## src/rtl/core/lltab_pkg.sv

```systemverilog
// ----------------------------------------------------------------------------
// lltab_pkg: shared types and constants of the linear list table
//
// Command and status codes, the item structs of both channels and the
// control bundle that the sequencer broadcasts to the row of cells.
// ----------------------------------------------------------------------------
`default_nettype none

package lltab_pkg;

  // Fixed field widths of the channels
  localparam int unsigned KEY_W  = 32;
  localparam int unsigned POS_W  = 10;
  localparam int unsigned FILL_W = 11;

  // Default table depth
  localparam int unsigned DEPTH_DEF = 1024;

  typedef enum logic [1:0] {
    CMD_INSERT = 2'd0,
    CMD_DELETE = 2'd1,
    CMD_SEARCH = 2'd2,
    CMD_MTF    = 2'd3
  } cmd_e;

  typedef enum logic [1:0] {
    ST_OK   = 2'd0,
    ST_MISS = 2'd1,
    ST_FULL = 2'd2
  } status_e;

  typedef struct packed {
    cmd_e                    cmd;
    logic signed [KEY_W-1:0] key;
  } in_item_t;

  typedef struct packed {
    status_e           status;
    logic [POS_W-1:0]  position;
    logic [FILL_W-1:0] fill_count;
  } out_item_t;

  // Broadcast from the sequencer to every cell
  typedef struct packed {
    logic             apply;  // commit the update of the current item
    cmd_e             cmd;
    logic [KEY_W-1:0] key;
  } ctl_t;

endpackage

`default_nettype wire

```

## src/rtl/core/lltab_cell.sv

```systemverilog
// ----------------------------------------------------------------------------
// lltab_cell: one entry of the linear list table
//
// Holds one key, compares it against the broadcast key every cycle and, on
// an update, loads the key or the entry of a neighbor cell.
// ----------------------------------------------------------------------------
`default_nettype none

module lltab_cell #(
  parameter int unsigned IDX = 0,
  parameter int unsigned AW  = 10,
  parameter int unsigned CW  = 11
) (
  input  wire                             clk_i,
  input  wire lltab_pkg::ctl_t            ctl_i,
  input  wire [AW-1:0]                    pos_i,
  input  wire [CW-1:0]                    held_i,
  input  wire [lltab_pkg::KEY_W-1:0]      prev_entry_i,
  input  wire [lltab_pkg::KEY_W-1:0]      next_entry_i,
  output logic [lltab_pkg::KEY_W-1:0]     entry_o,
  output logic                            match_o
);

  localparam logic [AW-1:0] IDX_A = AW'(IDX);
  localparam logic [CW-1:0] IDX_C = CW'(IDX);

  logic [lltab_pkg::KEY_W-1:0] entry_q, entry_d;
  logic                        match_q, match_d;
  logic                        live;

  // only entries below the fill count take part
  assign live    = (IDX_C < held_i);
  assign match_d = live && (entry_q == ctl_i.key);

  // next entry value
  always_comb begin
    entry_d = entry_q;
    if (ctl_i.apply) begin
      case (ctl_i.cmd)
        lltab_pkg::CMD_INSERT: begin
          if (IDX_C == held_i) entry_d = ctl_i.key;
        end
        lltab_pkg::CMD_DELETE: begin
          // close the gap: take the entry above
          if (IDX_A >= pos_i) entry_d = next_entry_i;
        end
        lltab_pkg::CMD_MTF: begin
          // the moved entry equals the key; the ones ahead shift up
          if (IDX == 0) begin
            entry_d = ctl_i.key;
          end else if (IDX_A <= pos_i) begin
            entry_d = prev_entry_i;
          end
        end
        default: entry_d = entry_q;
      endcase
    end
  end

  always_ff @(posedge clk_i) begin
    entry_q <= entry_d;
    match_q <= match_d;
  end

  assign entry_o = entry_q;
  assign match_o = match_q;

endmodule

`default_nettype wire

```

## config.mk

```make
export PLATFORM = sky130hd
export DESIGN_NAME = lltab_cell
export DESIGN_NICKNAME = d
export VERILOG_FILES = /design/src/rtl/core/lltab_pkg.sv /design/src/rtl/core/lltab_cell.sv
export SDC_FILE = /design/constraint.sdc
export NUM_CORES = 1
export LEC_CHECK = 0
export BUFFER_PORTS_ARGS = -buffer_cell sky130_fd_sc_hd__buf_2
export CAP_MARGIN = 20
export CORE_MARGIN = 2
export CORE_UTILIZATION = 39
export CTS_BUF_LIST = sky130_fd_sc_hd__clkbuf_4 sky130_fd_sc_hd__clkbuf_8
export CTS_CLUSTER_DIAMETER = 30
export DETAILED_ROUTE_END_ITERATION = 10
export GPL_ROUTABILITY_DRIVEN = 0
export PLACE_DENSITY = 0.82
export SLEW_MARGIN = 10
export SYNTH_ARGS = -nofsm -noshare
export SYNTH_HDL_FRONTEND = slang
export SYNTH_SLANG_ARGS = --single-unit
```

## constraint.sdc

```tcl
create_clock -name clk_i -period 4 [get_ports clk_i]
set_input_delay 0 -clock clk_i [delete_from_list [all_inputs] [get_ports clk_i]]
set_output_delay 0 -clock clk_i [all_outputs]
set_load 0.02 [all_outputs]
```

-- Word level (Yosys, flattened, before mapping)
Index checks and enable logic that the tools add are counted.
- bits in registers: 33
- latch bits: 0
- RAM bits: 0
- memory bits (read-only): 0
- input bits: 121
- output and inout port bits: 33
- logic and storage cells: 17
- memories: 0
- add/sub/neg operators: 0
- $mul: 0
- div/mod/pow operators: 0
- magnitude comparators: 2
- equal/unequal tests: 5
- shift-type cells: 0
- multiplexer cells: 3
- bitwise operators: 0
- reductions and logical operators: 5
- operators by type and width (operator ; number):
    32-bit case mux with 3 select lines ; 1
    32-bit two-way mux ; 2
    32-bit equality test ; 1
    11-bit zero test ; 1
    1-bit by 11-bit less-than comparator with 1-bit output, first input constant ; 1
    1-bit by 10-bit >= comparator with 1-bit output, first input constant ; 1
    2-bit inequality test, second input constant ; 2
    4-bit AND reduction ; 1
    3-bit nonzero test ; 1
    2-bit by 1-bit equality test with 1-bit output, second input constant ; 1
    2-bit equality test, second input constant ; 1
    2-bit zero test ; 1
    1-bit logical AND ; 1

-- Logic depth before layout (Yosys ltp)
- depth in word-level cells: 3
- depth in mapped cells: 4
- depth with buffers taken out: 4

-- Least setup slack after synthesis
Ideal clock, no wire load.
- kind: in2reg
- from: in pos_i[5]
- to: reg entry_q, in the netlist entry_o[0] (enable)
- library setup time: 0.430 ns
- data arrival time: 2.320 ns
- data required time: 3.570 ns
- path slack: 1.250 ns
- stages: 4
- path buffers: 0
- path through: or4_1 > nor4_1 > o21ai_0 > a21boi_1
- cells in the longest elaborated chain, start to end: 3
- ends and longest elaborated chain (item ; RTL line ; source):
    start: declaration ; lltab_cell.sv:16 ; input wire [AW-1:0] pos_i,
    1-bit by 10-bit >= comparator with 1-bit output ; lltab_cell.sv:45 ; if (IDX_A >= pos_i) entry_d = next_entry_i;
    2-bit inequality test (no line) ; - ;
    4-bit AND reduction (no line) ; - ;
    end signal: assignment ; lltab_cell.sv:61 ; entry_q <= entry_d;
    end: declaration ; lltab_cell.sv:27 ; logic [lltab_pkg::KEY_W-1:0] entry_q, entry_d;
No other way between the ends.
A chain may end at the register's enable or synchronous reset.

-- Final worst setup path
- from: in pos_i[5]
- to: reg entry_q, in the netlist entry_o[11] (enable)
The elaborated chain is that of the path after synthesis.

==> flow_summary.ini <==
[power_and_ir_drop]
p_leak_nw = 1.081
p_total_uw = 946.7
power.internal_uw = 738.1
switchingPower_uw = 208.6
combPwrFrac = 0.173
power.density_nw_per_um2 = 361.0
seqPwrFrac = 0.435
swShare = 0.2203
vdd_drop_max_uv = 246.1
p_clk_frac = 0.392

[sta]
worst_pin_slew_ns = 0.5104
setup_viol = 0
setup_ws_ns = 2.246
drv_slew = 0
rsz0062_at_grt = no
skew_ns = 0.001916
max_freq_mhz = 570.2
whs_ns = 0.01390
hold_viol = 0
slew_headroom = 0.6582
timing.final.crit_share = 0.4385
period_needed_ns = 1.754
finalSetupTns_ns = 0

[cts]
cts_max_path_buffers = 2
path_clk_slew_ns = 0.07
clock-sinks = 33
worstSkewPairLatency_ns = 0.28
clockRootBuffer = clkbuf_8
cts_resized = 0
cts_made_buffers = 5
htree_num_levels = 2
cts_tree = done

[cells_and_area]
area_delta_synth_final_pct = 47.50
final_cells = 303
fin_util = 0.5982
layout-drive-gt1-share = 0.6494
seq_area_sq_um = 980.9
antenna_cells = 0
multi_input_area_sq_um = 792.0
fin_nets = 371
nFillCells = 353
post-route-cell-area_sq_um = 2623

[yosys]
yosys-top-cells-area = edfxtp_1 54%, mux2_2 19%, xnor2_1 16%
synth_area_per_cell_sq_um = 14.45
synthArstFlopShare = 0
syn_inst = 123
netlist_area_sq_um = 1778
synth-edff-count = 32
ys_seq_area_frac = 0.5517
synth_common_cells = 32 x edfxtp_1, 32 x xnor2_1, 30 x mux2_2, 8 x nand4_1, 5 x nor4_1
yosys.area.top_type_share = 0.5405
synth_cell_types = 17
synth_seq_cells = 33
syn-num-nets = 244
yosysTopAreaCell = edfxtp_1
ys_warn_count = 0
synth-main-ff-cell = edfxtp_1

[drt]
wl_met1_um = 1589
first_pass_iters = 3
drt_first_iter_violations = 25
via_per_inst = 4.970
vias = 1506
antenna_left = 0
met3_length_um = 374
dr_wl_met2_um = 2378
routed.top_layer = met4
route.detailed.drc = 0
wl_per_cell_um = 14.84
finalWirelength_um = 4498

[run_status]
status = completed

[global_routing]
grt_pass1_vias = 1517
gr-usage-all-layers = 0.1713
antenna_found_initial = 0
grt_max_degree = 33
grt-ovfl-total = 0
grt_pass1_wl_um = 6630

[placed_design]
post-dp-hpwl_um = 3567
place_area_sq_um = 2451
io_buffers = 121
dp.cells = 293
dp_slack_ns = 1.694

[setup_path]
crit_chain = buf_2, or4_1, nor4_1, o21ai_0, a21boi_4, buf_16
required_ns = 3.99
worst-path-buf-inv = 2
path_class = in2reg
end_kind = flip-flop
worstPathArrival_ns = 1.74
slowest_delay_ns = 0.52
critPathLaunchType = primary input
cp_max_fo = 22
crit_slowest_cell = or4_1
path_delay_family = simple AND/OR/NAND/NOR gates

[run]
maxCapViolations = 0

[floorplanning]
core_area_sq_um = 4384
std_cell_rows = 24
die_area_sq_um = 5115
start_util = 0.4055
die-width_um = 71.52
die-height_um = 71.52
io_pins = 154

[hold_path]
hp-class = in2reg
## power groups by stage
stage	Sequential (mW)	Clock, mW	Combinational [mW]
after floorplan	0.440	0	0.0654
after global placement	0.419	0	0.158
after detailed placement	0.420	0	0.162
after CTS	0.412	0.383	0.163
after global routing	0.414	0.393	0.179
final	0.412	0.371	0.164
## final cells by class
class                      instances  share of cell area
multi-input combinational         86              0.3020
clock inverter                     3             0.02481
clock buffer                       5             0.02624
sequential                        33              0.3740
timing repair buffer             124              0.2481
tap                               52             0.02481
## layout by cell type, fill, tap and decap left out
| cell | count |
|---|---|
| nor3_1 | 1 |
| buf_2 | 121 |
| or3_1 | 1 |
| clkinv_2 | 1 |
| dlygate4sd3_1 | 1 |
| a21boi_4 | 1 |
| dfxtp_1 | 1 |
| mux2_2 | 30 |
| buf_4 | 1 |
| or4_1 | 2 |
| clkbuf_8 | 5 |
| edfxtp_1 | 32 |
| xnor2_1 | 32 |
| o21ai_0 | 1 |
| nand4_1 | 8 |
| nor4_1 | 5 |
| bufinv_16 | 2 |
| nand3_1 | 1 |
| buf_16 | 1 |
| mux2_1 | 2 |
| nor2b_2 | 1 |
| and3_1 | 1 |
## worst paths after layout
check                        start                     to  slack [ns]  cells after the start
max reg2reg  entry_o[19]$_DFFE_PP_        match_o$_DFF_P_        2.72                      4
max                       pos_i[5]  entry_o[11]$_DFFE_PP_        2.25                      6
min reg2reg  entry_o[22]$_DFFE_PP_        match_o$_DFF_P_        0.74                      4
min                next_entry_i[5]   entry_o[5]$_DFFE_PP_        0.01                      2
## state kept, by name, indices dropped and copies added, names as in the netlist
signal   flops
entry_o     32
match_o      1
## cells by family after synthesis
| family | after synthesis | synth area share |
|---|---|---|
| DFF | 33 | 0.5517 |
| xor gates and xnor gates | 32 | 0.1576 |
| muxes | 32 | 0.2027 |
| and+or+nand+nor | 20 | 0.07037 |
| buffers and inverters | 4 | 0.01055 |
| AOI/OAI and AO/OA | 2 | 0.007036 |
## layer usage
layer / vias up / GRT usage
li1: 723 / -
met2: 80 / 0.3128
met3: 12 / 0.05907
met5: - / 0
met1: 691 / 0.1739
met4: 0 / 0.07966
## repair_timing
item,CTS,global route
setup endpoints to repair,0,0
buffers inserted,0,0
hold endpoints to repair,1,0
hold buffers,1,0
Power figures use the tool's default switching activity.
